===== src/hw/rtl/double_ended_priority_queue_top_assert.svh =====
// Assertion macros for the double-ended priority queue.
// Included by double_ended_priority_queue_top.sv; no other dependencies.
`ifndef DOUBLE_ENDED_PRIORITY_QUEUE_TOP_ASSERT_SVH
`define DOUBLE_ENDED_PRIORITY_QUEUE_TOP_ASSERT_SVH
`ifndef SYNTHESIS
`define DPQ_ASSERT(lbl, clk, rst_n, prop) \
    lbl: assert property (@(posedge clk) disable iff (!rst_n) (prop)) \
        else $error("dpq assertion failed");
`define DPQ_ASSERT_NEXT(lbl, clk, rst_n, ante, cons) \
    lbl: assert property (@(posedge clk) disable iff (!rst_n) (ante) |=> (cons)) \
        else $error("dpq assertion failed");
`else
`define DPQ_ASSERT(lbl, clk, rst_n, prop)
`define DPQ_ASSERT_NEXT(lbl, clk, rst_n, ante, cons)
`endif
`endif


===== src/hw/rtl/dpq_pkg.sv =====
// Shared types, sizes and codes of the double-ended priority queue.
// No dependencies.
package dpq_pkg;

    localparam int CAPACITY = 1024;
    localparam int ID_W     = 24;
    localparam int PRI_W    = 24;
    localparam int OP_W     = 2;
    localparam int STAT_W   = 2;
    localparam int CNT_W    = $clog2(CAPACITY + 1);

    localparam int GRP_LOG  = ($clog2(CAPACITY) + 1) / 2;
    localparam int GROUP    = 1 << GRP_LOG;
    localparam int NGROUP   = (CAPACITY + GROUP - 1) / GROUP;

    localparam logic [CNT_W-1:0] CAP_CNT = CNT_W'(CAPACITY);

    localparam logic [OP_W-1:0] OP_INSERT  = 2'd0;
    localparam logic [OP_W-1:0] OP_POP_MAX = 2'd1;
    localparam logic [OP_W-1:0] OP_POP_MIN = 2'd2;

    localparam logic [STAT_W-1:0] STAT_OK    = 2'd0;
    localparam logic [STAT_W-1:0] STAT_EMPTY = 2'd1;
    localparam logic [STAT_W-1:0] STAT_FULL  = 2'd2;
    localparam logic [STAT_W-1:0] STAT_DUP   = 2'd3;

    typedef struct packed {
        logic [ID_W-1:0]  id;
        logic [PRI_W-1:0] pri;
    } entry_t;

    typedef struct packed {
        logic   cmp;
        logic   shift_ins;
        logic   shift_out;
        entry_t data;
    } cmd_t;

    typedef struct packed {
        logic            hit;
        logic [ID_W-1:0] id;
    } probe_t;

endpackage


===== src/hw/rtl/dpq_cell.sv =====
// One cell of the sorted chain: holds one entry and its compare flag.
// Depends on dpq_pkg.
module dpq_cell (
    input  logic                clk,
    input  logic                occupied,
    input  logic                top,
    input  dpq_pkg::cmd_t       cmd,
    input  dpq_pkg::entry_t     left_entry,
    input  logic                left_lt,
    input  dpq_pkg::entry_t     right_entry,
    output dpq_pkg::entry_t     entry,
    output logic                lt,
    output dpq_pkg::probe_t     probe
);

    dpq_pkg::entry_t entry_reg;
    dpq_pkg::entry_t entry_next;
    logic            lt_reg;

    always_comb
    begin
        entry_next = entry_reg;
        if (cmd.shift_ins && !lt_reg)
        begin
            entry_next = left_lt ? cmd.data : left_entry;
        end
        else if (cmd.shift_out)
        begin
            entry_next = right_entry;
        end
    end

    always_ff @(posedge clk)
    begin
        entry_reg <= entry_next;
        if (cmd.cmp)
        begin
            lt_reg <= occupied && (entry_reg.pri < cmd.data.pri);
        end
    end

    assign probe.hit = occupied && (entry_reg.pri == cmd.data.pri);
    assign probe.id  = top ? entry_reg.id : '0;
    assign entry     = entry_reg;
    assign lt        = lt_reg;

endmodule


===== config.mk =====
export PLATFORM = sky130hd
export DESIGN_NAME = dpq_cell
export DESIGN_NICKNAME = d
export VERILOG_FILES = /design/src/hw/rtl/double_ended_priority_queue_top_assert.svh /design/src/hw/rtl/dpq_pkg.sv /design/src/hw/rtl/dpq_cell.sv
export SDC_FILE = /design/constraint.sdc
export NUM_CORES = 1
export LEC_CHECK = 0
export BUFFER_PORTS_ARGS = -buffer_cell sky130_fd_sc_hd__buf_2
export CORE_ASPECT_RATIO = 1.25
export CORE_MARGIN = 2
export CORE_UTILIZATION = 42
export DETAILED_ROUTE_END_ITERATION = 16
export GPL_ROUTABILITY_DRIVEN = 0
export GPL_TIMING_DRIVEN = 0
export PLACE_DENSITY_LB_ADDON = 0.1
export SLEW_MARGIN = 10
export SYNTH_ARGS = -nofsm -noshare
export SYNTH_HDL_FRONTEND = slang
export SYNTH_SLANG_ARGS = --single-unit

===== constraint.sdc =====
create_clock -name clk -period 2.9 [get_ports clk]
set_clock_uncertainty 0.2 [all_clocks]
set_input_delay 0 -clock clk [delete_from_list [all_inputs] [get_ports clk]]
set_output_delay 0 -clock clk [all_outputs]
set_load 0.01 [all_outputs]

==> flow_summary.json <==
{
  "nets": 826,
  "grt_pass1_vias": 3796,
  "cts_hold_buf": 97,
  "drc": 0,
  "antenna_found_initial": 0,
  "yosysWarnings": 0,
  "ys_seq_elements": 49,
  "cts_tree": "done",
  "period_share_pct": 84.9,
  "postRouteAntennaNets": 0,
  "synth_top_area_cell": "edfxtp_1",
  "leakage_nw": 2.89,
  "cp.required_ns": 2.75,
  "io_buffers": 223,
  "reg2reg_depth": 7,
  "clock_path_buffers": 2,
  "clkTransAtPathRegs_ns": 0.09,
  "dieArea_sq_um": 8490,
  "largest_reg_flops": 48,
  "initial_core_util_pct": 43.8,
  "ys.flop_type": "edfxtp_1",
  "cp.arrival_ns": 2.32,
  "fmax_mhz": 406,
  "cts-root-buf": "clkbuf_8",
  "cpMostUsedCell": "buf_2",
  "clk-insertion-delay-late_ns": 0.30,
  "post-cts-setup-buffer-count": 0,
  "max_cap_viol_count": 0,
  "final_max_slew_viol_count": 0,
  "final-instance-count-excl-fill": 743,
  "finalSetupViolations": 0,
  "dpl_worst_slack_ns": 0.763,
  "vias": 3651,
  "hold_path_class": "input pin to flip-flop",
  "syn_area_sq_um": 3260,
  "numCtsBuffers": 5,
  "hold_depth": 4,
  "whs_ns": 0.0349,
  "yosys-top-cells-area": "edfxtp_1, mux2i_1, ha_1, o21ai_0, nand2_1",
  "r2r_slack_ns": 0.44,
  "syn_inst": 323,
  "hp-start": "occupied",
  "synth-async-reset-ratio_pct": 0,
  "drive_gt1_share_pct": 37.3,
  "dr.pass1.iters": 4,
  "netlist.area_leader.share_pct": 45.1,
  "fillerInstances": 570,
  "grt_pass1_wl_microns": 17400,
  "min_period_ns": 2.46,
  "relSlewSlack_pct": 60.1,
  "tightest_slew_ns": 0.598,
  "dr.first_iter.drc_count": 99,
  "rsz0062_at_grt": "no",
  "path_cells": "nand2b_1 > buf_2 > buf_2 > clkbuf_1 > nand2_1 > o21ai_0 > dlygate4sd3_1",
  "die_h_microns": 103,
  "power.density_nw_per_um2": 367,
  "avgSynthCellArea_sq_um": 10.1,
  "rows": 35,
  "cts_max_level": 2,
  "synthesis.nets": 498,
  "r2r-start": "lt",
  "top_level_ports": 225,
  "cts.sinks": 49,
  "crit_fanout": 10,
  "gr-usage-all-layers_pct": 25.8,
  "cp-end-kind": "flip-flop",
  "final_hold_viol_count": 0,
  "status": "complete, no violations",
  "cp-start-kind": "flip-flop",
  "area_growth_pct": 70.5,
  "ir_worst_vdd_uv": 249,
  "drt-total-wl_microns": 11400,
  "viasPerCell": 4.91,
  "grt_max_degree": 29,
  "wl_per_cell_microns": 15.3,
  "ys_seq_area_share_pct": 45.1,
  "cp_slowest_cell": "dlygate4sd3_1",
  "slowest_delay_ns": 0.58,
  "yosys-top-cells-count": "nand2_1, edfxtp_1, o21ai_0",
  "power.total_mw": 2.04,
  "core_sq_um": 7440,
  "fin_ws_ns": 0.437,
  "post-dp-hpwl_microns": 8060,
  "cts_resized": 0,
  "synth_most_common_cell": "nand2_1",
  "synth_edf_count": 49,
  "path_class": "flip-flop to flip-flop",
  "r2r-end": "entry[43]",
  "die-width_microns": 82.8,
  "synth_cell_type_count": 27,
  "holdPathEnd": "lt",
  "dp_cells": 639,
  "antennaDiodeCount": 0,
  "grt-ovfl-total": 0
}
## through the flow
step                TNS [ns]  instance area (sq um)  utilization [%]
floorplan                  0                   3260                -
global placement      -12.23                   4490             60.4
detailed placement         0                   4520             60.7
CTS                        0                   5560             74.7
global route               0                   5560             74.7
finish                     0                   5560             74.7
## worst max path at each step
stage / startpoint / endpoint / slack [ns] / cells past startpoint
5_1_grt: lt / entry[33] / 0.29 / 7
3_3_place_gp: lt / entry[18] / -0.26 / 4
6_report: lt / entry[43] / 0.44 / 7
2_1_floorplan: lt / entry[0] / 0.30 / 4
4_1_cts: entry[21] / probe[24] / 0.52 / 6
3_5_place_dp: lt / entry[16] / 0.76 / 5
## power by group
part	internal (mW)	switching, mW	total [mW]
registers	0.880	0.0415	0.922
logic	0.395	0.342	0.737
clock network	0.163	0.221	0.385
## per-layer routing
metal | vias up | global-route usage (%) | share of wire [%]
li1 | 1789 | - | -
met1 | 1675 | 27.8 | 38
met3 | 14 | 5.36 | 7.2
met5 | - | 0 | 0
met4 | 0 | 8.20 | 1.5
met2 | 173 | 50.7 | 54
## cell families (layout without fill, tap and decap cells)
group | after synthesis | after routing | share of synthesized area (%)
and+or+nand+nor | 92 | 92 | 14.5
AOI/OAI and AO/OA | 66 | 66 | 10.9
DFF | 49 | 49 | 45.1
buffers and inverters | 44 | 372 | 5.60
adders and majority gates | 24 | 24 | 9.21
muxes | 48 | 48 | 14.7
## final cells by class
type	count	area, sq um	area share [%]
multi-input combinational	230	1610	28.9
clock inverter	1	3.75	0.0675
clock buffer	6	72.6	1.30
inverter	25	93.8	1.69
timing repair buffer	321	2110	37.9
sequential	49	1470	26.5
tap	92	115	2.07
buffer	19	88.8	1.60
## cell usage in the layout (no fill, tap or decap)
master,Yosys,layout
o211a_1,1,1
clkinv_1,0,1
nand3_1,1,1
o21ai_0,49,49
a2111oi_0,1,1
clkbuf_8,0,5
and3_1,1,1
nor4_2,1,1
nor2b_1,1,1
a21oi_1,10,10
clkbuf_1,11,12
o2111ai_1,1,1
and2_1,24,24
nand2_1,54,54
edfxtp_1,49,49
nand3_2,1,1
mux2i_1,48,48
ha_1,24,24
o21bai_1,1,1
nand4_1,2,2
buf_4,3,3
nand2b_1,2,1
nand4_2,2,2
a221o_1,1,1
dlygate4sd3_1,0,97
a21o_1,2,2
nor2_1,2,2
nand2b_2,0,1
buf_12,0,1
inv_1,25,25
buf_2,5,228
nor4_4,1,1
## critical path: cells and delay by family (launching register included)
kind                   cells  cell delay [ns]
and+or+nand+nor            2             0.33
DFF                        1             0.40
AOI/OAI and AO/OA          1             0.10
buffers and inverters      4             1.18
(Power assumes the default switching activity.)
